<file path="config.mk">
export PLATFORM = sky130hd
export DESIGN_NAME = hid_report_slot_scheduler
export DESIGN_NICKNAME = d
export VERILOG_FILES = /design/src/rtl/core/hrs_pkg.sv /design/src/rtl/core/hrs_ram.sv /design/src/rtl/core/hrs_tx_reg.sv /design/src/rtl/core/hid_report_slot_scheduler.sv
export SDC_FILE = /design/constraint.sdc
export NUM_CORES = 2
export LEC_CHECK = 0
export ABC_CLOCK_PERIOD_IN_PS = 16329
export BUFFER_PORTS_ARGS = -buffer_cell sky130_fd_sc_hd__buf_4
export CAP_MARGIN = 30
export CORE_MARGIN = 5
export CORE_UTILIZATION = 50
export CTS_BUF_LIST = sky130_fd_sc_hd__clkbuf_8
export DETAILED_ROUTE_END_ITERATION = 10
export PLACE_DENSITY = 0.74
export SETUP_SLACK_MARGIN = 0.02
export SLEW_MARGIN = 20
export SYNTH_ARGS = -nofsm -noshare
export SYNTH_HDL_FRONTEND = slang
export SYNTH_SLANG_ARGS = --single-unit
export TNS_END_PERCENT = 30
</file>
<file path="constraint.sdc">
create_clock -name clock -period 16.33 [get_ports clock]
set_input_delay 1.633 -clock clock [delete_from_list [all_inputs] [get_ports clock]]
set_output_delay 1.633 -clock clock [all_outputs]
set_load 0.01 [all_outputs]
</file>
<file path="src/rtl/core/hrs_pkg.sv">
// ----------------------------------------------------------------------------
// hrs_pkg
// shared constants, codes and types of the hid report slot scheduler
// ----------------------------------------------------------------------------
package hrs_pkg;

   localparam int SLOT_BYTES = 32;
   localparam int NSLOTS     = 4;
   localparam int SLOT_W     = $clog2(NSLOTS);
   localparam int IDX_W      = $clog2(SLOT_BYTES);
   localparam int LEN_W      = $clog2(SLOT_BYTES + 1);
   localparam int CNT_W      = $clog2(SLOT_BYTES + 2);
   localparam int SLOT_AW    = $clog2(NSLOTS * SLOT_BYTES);
   localparam int CMD_W      = 3;
   localparam int CSR_AW     = 3;
   localparam int CSR_DW     = 16;
   localparam int INF_W      = 3;

   localparam logic [CMD_W-1:0] CMD_BYTE     = 3'd0;
   localparam logic [CMD_W-1:0] CMD_COMPLETE = 3'd1;
   localparam logic [CMD_W-1:0] CMD_TICK     = 3'd2;
   localparam logic [CMD_W-1:0] CMD_CONFIG   = 3'd3;
   localparam logic [CMD_W-1:0] CMD_DETACH   = 3'd4;

   localparam logic [CSR_AW-1:0] CSR_ID_KEYS     = 3'd0;
   localparam logic [CSR_AW-1:0] CSR_ID_MOUSE    = 3'd1;
   localparam logic [CSR_AW-1:0] CSR_ID_SYSTEM   = 3'd2;
   localparam logic [CSR_AW-1:0] CSR_ID_CONSUMER = 3'd3;
   localparam logic [CSR_AW-1:0] CSR_TIMEOUT     = 3'd4;

   localparam logic [SLOT_W-1:0] SLOT_KEYS     = 2'd0;
   localparam logic [SLOT_W-1:0] SLOT_MOUSE    = 2'd1;
   localparam logic [SLOT_W-1:0] SLOT_CONSUMER = 2'd2;
   localparam logic [SLOT_W-1:0] SLOT_SYSTEM   = 2'd3;

   localparam logic [INF_W-1:0] NO_SLOT = 3'd4;

   // last byte index of the mouse deltas
   localparam logic [LEN_W-1:0] MOUSE_LAST_IDX = LEN_W'(5);

   typedef enum logic [3:0] {
      ST_IDLE,
      ST_ID_RD,
      ST_ID_CHK,
      ST_CMP_RD,
      ST_CMP_CHK,
      ST_CPY_RD,
      ST_CPY_WR,
      ST_MRG_RD,
      ST_MRG_WR,
      ST_PICK,
      ST_SND_RD,
      ST_SND_LD
   } state_type;

   typedef struct packed {
      logic [7:0]        data;
      logic              last;
      logic [SLOT_W-1:0] kind;
   } tx_item_type;

endpackage

</file>
<file path="src/rtl/core/hrs_ram.sv">
// ----------------------------------------------------------------------------
// hrs_ram
// generic simple dual port ram, one write and one registered read port
// ----------------------------------------------------------------------------
module hrs_ram #(
   parameter int WIDTH = 8,
   parameter int DEPTH = 32
) (
   input  logic                     clock,
   input  logic                     wr_en,
   input  logic [$clog2(DEPTH)-1:0] wr_addr,
   input  logic [WIDTH-1:0]         wr_data,
   input  logic                     rd_en,
   input  logic [$clog2(DEPTH)-1:0] rd_addr,
   output logic [WIDTH-1:0]         rd_data
);

   logic [WIDTH-1:0] mem [DEPTH];
   logic [WIDTH-1:0] rd_data_ff;

   always_ff @(posedge clock) begin
      if (wr_en) begin
         mem[wr_addr] <= wr_data;
      end
      if (rd_en) begin
         rd_data_ff <= mem[rd_addr];
      end
   end

   assign rd_data = rd_data_ff;

endmodule

</file>
<file path="src/rtl/core/hrs_tx_reg.sv">
// ----------------------------------------------------------------------------
// hrs_tx_reg
// output register of the result stream, holds a byte while the receiver stalls
// ----------------------------------------------------------------------------
module hrs_tx_reg (
   input  logic                clock,
   input  logic                reset,
   input  logic                load,
   input  hrs_pkg::tx_item_type item,
   output logic                can_load,
   output logic                rsp_tvalid,
   input  logic                rsp_tready,
   output logic [7:0]          rsp_tdata,   // tx_byte
   output logic                rsp_tlast,   // tx_last
   output logic [1:0]          rsp_tuser    // tx_kind
);
   import hrs_pkg::*;

   logic        valid_ff;
   logic        valid_in;
   tx_item_type item_ff;

   assign can_load = !valid_ff || rsp_tready;

   always_comb begin
      valid_in = valid_ff;
      if (rsp_tready) begin
         valid_in = 1'b0;
      end
      if (load) begin
         valid_in = 1'b1;
      end
   end

   always_ff @(posedge clock) begin
      if (reset) begin
         valid_ff <= 1'b0;
      end else begin
         valid_ff <= valid_in;
      end
      if (load) begin
         item_ff <= item;
      end
   end

   assign rsp_tvalid = valid_ff;
   assign rsp_tdata  = item_ff.data;
   assign rsp_tlast  = item_ff.last;
   assign rsp_tuser  = item_ff.kind;

endmodule

</file>
<file path="src/rtl/core/hid_report_slot_scheduler.sv">
// ----------------------------------------------------------------------------
// hid_report_slot_scheduler
// files hid reports into four slots and streams the chosen slot to the endpoint
// ----------------------------------------------------------------------------
// req channel: one request per event. tuser carries the command (report byte,
//   transfer complete, tick, configured, reset/disconnect), tdata the report
//   byte and tlast the end of a report. csr port writes the report ids and the
//   timeout at any idle time.
// rsp channel: the bytes of a sent report, tlast on the final one, tuser the
//   slot kind.
// a report byte without tlast, a quiet tick and a configure or reset event
//   are handled in the idle state; a completion or a timeout also passes
//   through the pick state. filing a report reads the staging ram and the
//   slot ram byte by byte: id lookup, compare per byte, copy per byte,
//   mouse merge per merged byte, then the pick state.
// a send reads each byte through the single read port of the slot ram, then
//   loads it; a stalled receiver holds the output register and the walk waits.
// requests are taken only while the controller is idle; the last sent byte
//   may still wait in the output register while the next request is taken.
// reset clears lengths, dirty marks, counters and flags; ram contents stay
//   undefined and are only read below a slot's written length.
// ----------------------------------------------------------------------------
module hid_report_slot_scheduler (
   input  logic                        clock,
   input  logic                        reset,
   input  logic                        req_tvalid,
   output logic                        req_tready,
   input  logic [7:0]                  req_tdata,   // data_byte
   input  logic                        req_tlast,   // last
   input  logic [hrs_pkg::CMD_W-1:0]   req_tuser,   // cmd
   output logic                        rsp_tvalid,
   input  logic                        rsp_tready,
   output logic [7:0]                  rsp_tdata,   // tx_byte
   output logic                        rsp_tlast,   // tx_last
   output logic [1:0]                  rsp_tuser,   // tx_kind
   input  logic                        csr_we,
   input  logic [hrs_pkg::CSR_AW-1:0]  csr_addr,
   input  logic [hrs_pkg::CSR_DW-1:0]  csr_wdata
);
   import hrs_pkg::*;

   state_type         state_ff, state_in;
   logic [LEN_W-1:0]  len_ff, len_in;
   logic [LEN_W-1:0]  idx_ff, idx_in;
   logic [SLOT_W-1:0] slot_ff, slot_in;
   logic [CNT_W-1:0]  cnt_ff, cnt_in;
   logic [LEN_W-1:0]  slen_ff [NSLOTS];
   logic [LEN_W-1:0]  slen_in [NSLOTS];
   logic [NSLOTS-1:0] dirty_ff, dirty_in;
   logic              up_ff, up_in;
   logic              busy_ff, busy_in;
   logic [INF_W-1:0]  infl_ff, infl_in;
   logic [15:0]       elapsed_ff, elapsed_in;
   logic [7:0]        id_keys_ff, id_mouse_ff, id_system_ff, id_consumer_ff;
   logic [15:0]       timeout_ff;

   logic              st_we, st_re;
   logic [IDX_W-1:0]  st_waddr, st_raddr;
   logic [7:0]        st_rdata;
   logic              sl_we, sl_re;
   logic [SLOT_AW-1:0] sl_waddr, sl_raddr;
   logic [7:0]        sl_wdata, sl_rdata;

   logic              tx_load, tx_can_load;
   tx_item_type       tx_item;

   logic              accept;
   logic [CNT_W-1:0]  cnt_next;
   logic [15:0]       elapsed_inc;
   logic [LEN_W-1:0]  last_idx;
   logic              pick_found;
   logic [SLOT_W-1:0] pick_slot;
   logic signed [8:0] sum;
   logic [7:0]        sat_byte;

   hrs_ram #(.WIDTH(8), .DEPTH(SLOT_BYTES)) u_stage_ram (
      .clock   (clock),
      .wr_en   (st_we),
      .wr_addr (st_waddr),
      .wr_data (req_tdata),
      .rd_en   (st_re),
      .rd_addr (st_raddr),
      .rd_data (st_rdata)
   );

   hrs_ram #(.WIDTH(8), .DEPTH(NSLOTS * SLOT_BYTES)) u_slot_ram (
      .clock   (clock),
      .wr_en   (sl_we),
      .wr_addr (sl_waddr),
      .wr_data (sl_wdata),
      .rd_en   (sl_re),
      .rd_addr (sl_raddr),
      .rd_data (sl_rdata)
   );

   hrs_tx_reg u_tx_reg (
      .clock      (clock),
      .reset      (reset),
      .load       (tx_load),
      .item       (tx_item),
      .can_load   (tx_can_load),
      .rsp_tvalid (rsp_tvalid),
      .rsp_tready (rsp_tready),
      .rsp_tdata  (rsp_tdata),
      .rsp_tlast  (rsp_tlast),
      .rsp_tuser  (rsp_tuser)
   );

   assign req_tready = (state_ff == ST_IDLE);
   assign accept     = req_tvalid && req_tready;
   assign last_idx   = len_ff - LEN_W'(1);
   assign cnt_next   = (cnt_ff <= CNT_W'(SLOT_BYTES)) ? cnt_ff + CNT_W'(1) : cnt_ff;
   assign elapsed_inc = (elapsed_ff != 16'hFFFF) ? elapsed_ff + 16'd1 : elapsed_ff;

   // saturating add of one signed mouse delta
   always_comb begin
      sum = 9'(signed'(sl_rdata)) + 9'(signed'(st_rdata));
      if (sum > 9'sd127) begin
         sat_byte = 8'd127;
      end else if (sum < -9'sd127) begin
         sat_byte = 8'h81;
      end else begin
         sat_byte = sum[7:0];
      end
   end

   // highest priority dirty slot with a nonzero length, the lowest index wins
   always_comb begin
      pick_found = 1'b0;
      pick_slot  = SLOT_KEYS;
      for (int s = NSLOTS - 1; s >= 0; s--) begin
         if (dirty_ff[s] && (slen_ff[s] != '0)) begin
            pick_found = 1'b1;
            pick_slot  = SLOT_W'(s);
         end
      end
   end

   always_comb begin
      state_in   = state_ff;
      len_in     = len_ff;
      idx_in     = idx_ff;
      slot_in    = slot_ff;
      cnt_in     = cnt_ff;
      slen_in    = slen_ff;
      dirty_in   = dirty_ff;
      up_in      = up_ff;
      busy_in    = busy_ff;
      infl_in    = infl_ff;
      elapsed_in = elapsed_ff;
      st_we      = 1'b0;
      st_waddr   = cnt_ff[IDX_W-1:0];
      st_re      = 1'b0;
      st_raddr   = idx_ff[IDX_W-1:0];
      sl_we      = 1'b0;
      sl_waddr   = {slot_ff, idx_ff[IDX_W-1:0]};
      sl_wdata   = st_rdata;
      sl_re      = 1'b0;
      sl_raddr   = {slot_ff, idx_ff[IDX_W-1:0]};
      tx_load    = 1'b0;
      tx_item.data = sl_rdata;
      tx_item.last = (idx_ff == last_idx);
      tx_item.kind = slot_ff;

      case (state_ff)
         ST_IDLE: begin
            if (accept) begin
               case (req_tuser)
                  CMD_BYTE: begin
                     st_we = (cnt_ff < CNT_W'(SLOT_BYTES));
                     if (req_tlast) begin
                        cnt_in = '0;
                        if (cnt_next <= CNT_W'(SLOT_BYTES)) begin
                           len_in   = cnt_next[LEN_W-1:0];
                           state_in = ST_ID_RD;
                        end
                     end else begin
                        cnt_in = cnt_next;
                     end
                  end
                  CMD_COMPLETE: begin
                     busy_in  = 1'b0;
                     infl_in  = NO_SLOT;
                     state_in = ST_PICK;
                  end
                  CMD_TICK: begin
                     if (busy_ff) begin
                        elapsed_in = elapsed_inc;
                        if (elapsed_inc > timeout_ff) begin
                           busy_in = 1'b0;
                           // lost completion: resend unless it was the mouse
                           if ((infl_ff != NO_SLOT) &&
                               (infl_ff[SLOT_W-1:0] != SLOT_MOUSE) &&
                               (slen_ff[infl_ff[SLOT_W-1:0]] != '0)) begin
                              dirty_in[infl_ff[SLOT_W-1:0]] = 1'b1;
                           end
                           infl_in  = NO_SLOT;
                           state_in = ST_PICK;
                        end
                     end
                  end
                  CMD_CONFIG, CMD_DETACH: begin
                     up_in      = (req_tuser == CMD_CONFIG);
                     busy_in    = 1'b0;
                     infl_in    = NO_SLOT;
                     elapsed_in = '0;
                     dirty_in   = '0;
                     for (int s = 0; s < NSLOTS; s++) begin
                        slen_in[s] = '0;
                     end
                  end
                  default: begin
                  end
               endcase
            end
         end
         ST_ID_RD: begin
            st_re    = 1'b1;
            st_raddr = '0;
            state_in = ST_ID_CHK;
         end
         ST_ID_CHK: begin
            idx_in = '0;
            if (st_rdata == id_keys_ff) begin
               slot_in = SLOT_KEYS;
            end else if (st_rdata == id_mouse_ff) begin
               slot_in = SLOT_MOUSE;
            end else if (st_rdata == id_consumer_ff) begin
               slot_in = SLOT_CONSUMER;
            end else begin
               slot_in = SLOT_SYSTEM;
            end
            if ((st_rdata != id_keys_ff) && (st_rdata != id_mouse_ff) &&
                (st_rdata != id_consumer_ff) && (st_rdata != id_system_ff)) begin
               state_in = ST_IDLE;
            end else if (slot_in == SLOT_MOUSE) begin
               if (dirty_ff[SLOT_MOUSE] && (slen_ff[SLOT_MOUSE] == len_ff)) begin
                  idx_in   = LEN_W'(1);
                  state_in = (len_ff > LEN_W'(1)) ? ST_MRG_RD : ST_PICK;
               end else begin
                  state_in = ST_CPY_RD;
               end
            end else if (slen_ff[slot_in] == len_ff) begin
               state_in = ST_CMP_RD;
            end else begin
               state_in = ST_CPY_RD;
            end
         end
         ST_CMP_RD: begin
            st_re    = 1'b1;
            sl_re    = 1'b1;
            state_in = ST_CMP_CHK;
         end
         ST_CMP_CHK: begin
            if (st_rdata != sl_rdata) begin
               idx_in   = '0;
               state_in = ST_CPY_RD;
            end else if (idx_ff == last_idx) begin
               state_in = ST_IDLE;  // identical report, dropped
            end else begin
               idx_in   = idx_ff + LEN_W'(1);
               state_in = ST_CMP_RD;
            end
         end
         ST_CPY_RD: begin
            st_re    = 1'b1;
            state_in = ST_CPY_WR;
         end
         ST_CPY_WR: begin
            sl_we = 1'b1;
            if (idx_ff == last_idx) begin
               slen_in[slot_ff]  = len_ff;
               dirty_in[slot_ff] = 1'b1;
               state_in          = ST_PICK;
            end else begin
               idx_in   = idx_ff + LEN_W'(1);
               state_in = ST_CPY_RD;
            end
         end
         ST_MRG_RD: begin
            st_re    = 1'b1;
            sl_re    = 1'b1;
            state_in = ST_MRG_WR;
         end
         ST_MRG_WR: begin
            sl_we    = 1'b1;
            // buttons byte is replaced, deltas are summed
            sl_wdata = (idx_ff == LEN_W'(1)) ? st_rdata : sat_byte;
            if ((idx_ff == last_idx) || (idx_ff == MOUSE_LAST_IDX)) begin
               state_in = ST_PICK;
            end else begin
               idx_in   = idx_ff + LEN_W'(1);
               state_in = ST_MRG_RD;
            end
         end
         ST_PICK: begin
            if (up_ff && !busy_ff && pick_found) begin
               busy_in             = 1'b1;
               elapsed_in          = '0;
               infl_in             = INF_W'(pick_slot);
               dirty_in[pick_slot] = 1'b0;
               slot_in             = pick_slot;
               idx_in              = '0;
               len_in              = slen_ff[pick_slot];
               state_in            = ST_SND_RD;
            end else begin
               state_in = ST_IDLE;
            end
         end
         ST_SND_RD: begin
            sl_re    = 1'b1;
            state_in = ST_SND_LD;
         end
         ST_SND_LD: begin
            if (tx_can_load) begin
               tx_load = 1'b1;
               if (idx_ff == last_idx) begin
                  state_in = ST_IDLE;
               end else begin
                  idx_in   = idx_ff + LEN_W'(1);
                  state_in = ST_SND_RD;
               end
            end
         end
         default: begin
            state_in = ST_IDLE;
         end
      endcase
   end

   always_ff @(posedge clock) begin
      if (reset) begin
         state_ff       <= ST_IDLE;
         cnt_ff         <= '0;
         dirty_ff       <= '0;
         up_ff          <= 1'b0;
         busy_ff        <= 1'b0;
         infl_ff        <= NO_SLOT;
         elapsed_ff     <= '0;
         id_keys_ff     <= 8'd1;
         id_mouse_ff    <= 8'd2;
         id_system_ff   <= 8'd3;
         id_consumer_ff <= 8'd4;
         timeout_ff     <= 16'd50;
         for (int s = 0; s < NSLOTS; s++) begin
            slen_ff[s] <= '0;
         end
      end else begin
         state_ff   <= state_in;
         cnt_ff     <= cnt_in;
         dirty_ff   <= dirty_in;
         up_ff      <= up_in;
         busy_ff    <= busy_in;
         infl_ff    <= infl_in;
         elapsed_ff <= elapsed_in;
         slen_ff    <= slen_in;
         if (csr_we) begin
            case (csr_addr)
               CSR_ID_KEYS:     id_keys_ff     <= csr_wdata[7:0];
               CSR_ID_MOUSE:    id_mouse_ff    <= csr_wdata[7:0];
               CSR_ID_SYSTEM:   id_system_ff   <= csr_wdata[7:0];
               CSR_ID_CONSUMER: id_consumer_ff <= csr_wdata[7:0];
               CSR_TIMEOUT:     timeout_ff     <= csr_wdata;
               default: begin
               end
            endcase
         end
      end
      len_ff  <= len_in;
      idx_ff  <= idx_in;
      slot_ff <= slot_in;
   end

endmodule
</file>
==> results.cfg <==
[outcome]
outcome = finished with violations
violations = design-rule violations

[clock_network]
cts_root_buf = clkbuf_8
cts_max_level = 4
cts_tree = done
clk_pin_slew_ns = 0.06
cts_resized = 0
postCtsHoldBufs = 0
cts_buffers = 211
clock_path_buffers = 3
clkSinkCount = 1429
clock_latency_ns = 0.91
postCtsSetupRepairBufs = 0

[route]
ant_nets = 0
wl_per_cell_um = 27.3
vias = 36506
drcViolationCount = 2
viasPerCell = 6.52
drt_wl_total_um = 153000
drt-initial-drc-count = 5179
drt_pre_antenna_iters = 10

[yosys]
synth_ff_type = edfxtp_1
synth-seq-area-share_pct = 73.5
postSynthAreaPerCell_sq_um = 14.8
syn_area_sq_um = 56900
syn_inst = 3842
synth_mux_area_share_pct = 0.983
yosys.area_share.xor_xnor_pct = 0.970
synth_compound_area_share_pct = 13.7
synth.area.top_cells = edfxtp_1, a22oi_1, dfxtp_1
synth_edf_count = 1321
ys_seq_elements = 1429
synthSimpleGateAreaFrac_pct = 7.67
synth_warnings = 0
synth.top_cell.area_share_pct = 69.7
synth_cell_types = 95
ys_async_sr_fraction_pct = 0
yosysTopAreaCell = edfxtp_1
synth_top_family_by_area = compound AO/OA/AOI/OAI gates
synthAdderAreaFrac_pct = 0.761
synth_fp_nets = 3912

[flow_run]
drv_cap = 0

[timing]
drv_slew = 0
max_slew_margin_pct = 22.1
worst_slew_pin_slew_ns = 1.16
layout_setup_ws_ns = 11.45
min_period_ns = 4.88
whs_ns = 0.458
timing.final.crit_share_pct = 29.9
setup_tns_ns = 0
final-setup-viol-count = 0
grt_setup_unrepaired = no
max_freq_mhz = 205
hold_violations = 0
finClkSkew_ns = 0.0721

[floorplan]
coreArea_sq_um = 113000
num_rows = 123
die_x_um = 347
start_util_pct = 50.4
io_pins = 49
fp.dieH_um = 347
dieArea_sq_um = 121000

[placed_design]
postPlaceCellArea_sq_um = 58600
gp_congestion = 0.938
place_ws_ns = 11.57
io_buffers = 48
dp_hpwl_um = 89200
dp_cells = 5192

[global_routing]
grt_pass1_wl_um = 226000
grt_antenna_before_repair = 6
grt_max_degree = 104
overflow = 0
grt_usage_pct = 24.5
grt_pass1_vias = 35280

[setup_path]
critPathKind = flop to flop
start_kind = flop
cp-end-kind = flop
required_ns = 16.80
cp_max_fo = 45
r2r_slack_ns = 11.45
arrival_ns = 5.35

[final_layout]
layout-drive-gt1-share_pct = 11.5
final_cells = 5595
fill_cells = 8647
fin_area_sq_um = 62700
syn_to_final_growth_pct = 10.2
final_cell_mix = edfxtp_1, a22oi_1, nand2_1
post-route-util_pct = 55.6
final_common_cell = edfxtp_1
num-nets-final = 3983

[min_path]
hp-class = flop to flop

[power]
ir_worst_vdd_mv = 0.0824
p_total_mw = 8.29
leakage_nw = 19.7
p_per_area_nw_per_um2 = 132
## metal layers
layer / wire (um) / track usage, %
met1: 57100 / 32.9
met2: 70200 / 37.8
met3: 18200 / 6.53
met4: 7400 / 11.2
met5: 0 / 0
## flip-flops by register name (all words and copies together), names as in the netlist, 16 cells and up
register,flops
timeout_ff,16
elapsed_ff,16
u_stage_ram.mem,256
slen_ff,24
u_slot_ram.mem,1024
## area by class of cell
type,count,area (sq um),share of cell area (%)
Clock buffer,215,2960,4.72
Sequential cell,1429,41800,66.7
Clock inverter,171,1040,1.65
Tap cell,1500,1880,2.99
Multi-Input combinational cell,2113,13800,22.1
Timing Repair Buffer,117,1010,1.61
Inverter,41,154,0.245
Antenna cell,9,22.5,0.0359
## synth_stat cells (all sizes together), types with 27 or more instances
cell	n
a221oi	82
and3	31
dfxtp	108
a211oi	36
nor2	267
xor2	34
a22oi	369
o221ai	27
nand3	81
a21oi	101
a31oi	79
clkbuf	116
xnor2	29
buf	143
o21ai	56
nand4	56
nor3	43
inv	40
ha	33
nand2	303
a22o	84
edfxtp	1321
## worst max-delay path, stage by stage, from the launching register on
cell and delay, ns:
edfxtp_1 0.88, buf_4 0.48, and3_4 0.68, buf_4 0.63
buf_4 0.64, nand2_1 0.12, buf_4 0.32, nor2_1 0.60
## power breakdown
part           switching (mW)  leakage, nW  internal [mW]
Sequential             0.0504         12.7           4.21
Combinational           0.929         4.72          0.356
Clock                    1.39         2.27           1.35
## cell families after synthesis
group,Yosys count
DFF,1429
and+or+nand+nor,928
adders and majority gates,34
AOI/OAI and AO/OA,1041
xor gates and xnor gates,63
buffers and inverters,300
muxes,47
## final timing paths
check                        startpoint                          endpoint  depth (start not counted)
max                 idx_ff[0]$_DFFE_PP_  u_slot_ram.mem[127][6]$_DFFE_PP_                          7
min          timeout_ff[7]$_SDFFE_PP0P_        timeout_ff[7]$_SDFFE_PP0P_                          2
max reg2reg         idx_ff[0]$_DFFE_PP_  u_slot_ram.mem[127][6]$_DFFE_PP_                          7
min reg2reg  timeout_ff[7]$_SDFFE_PP0P_        timeout_ff[7]$_SDFFE_PP0P_                          2
(Power assumes the default switching activity.)
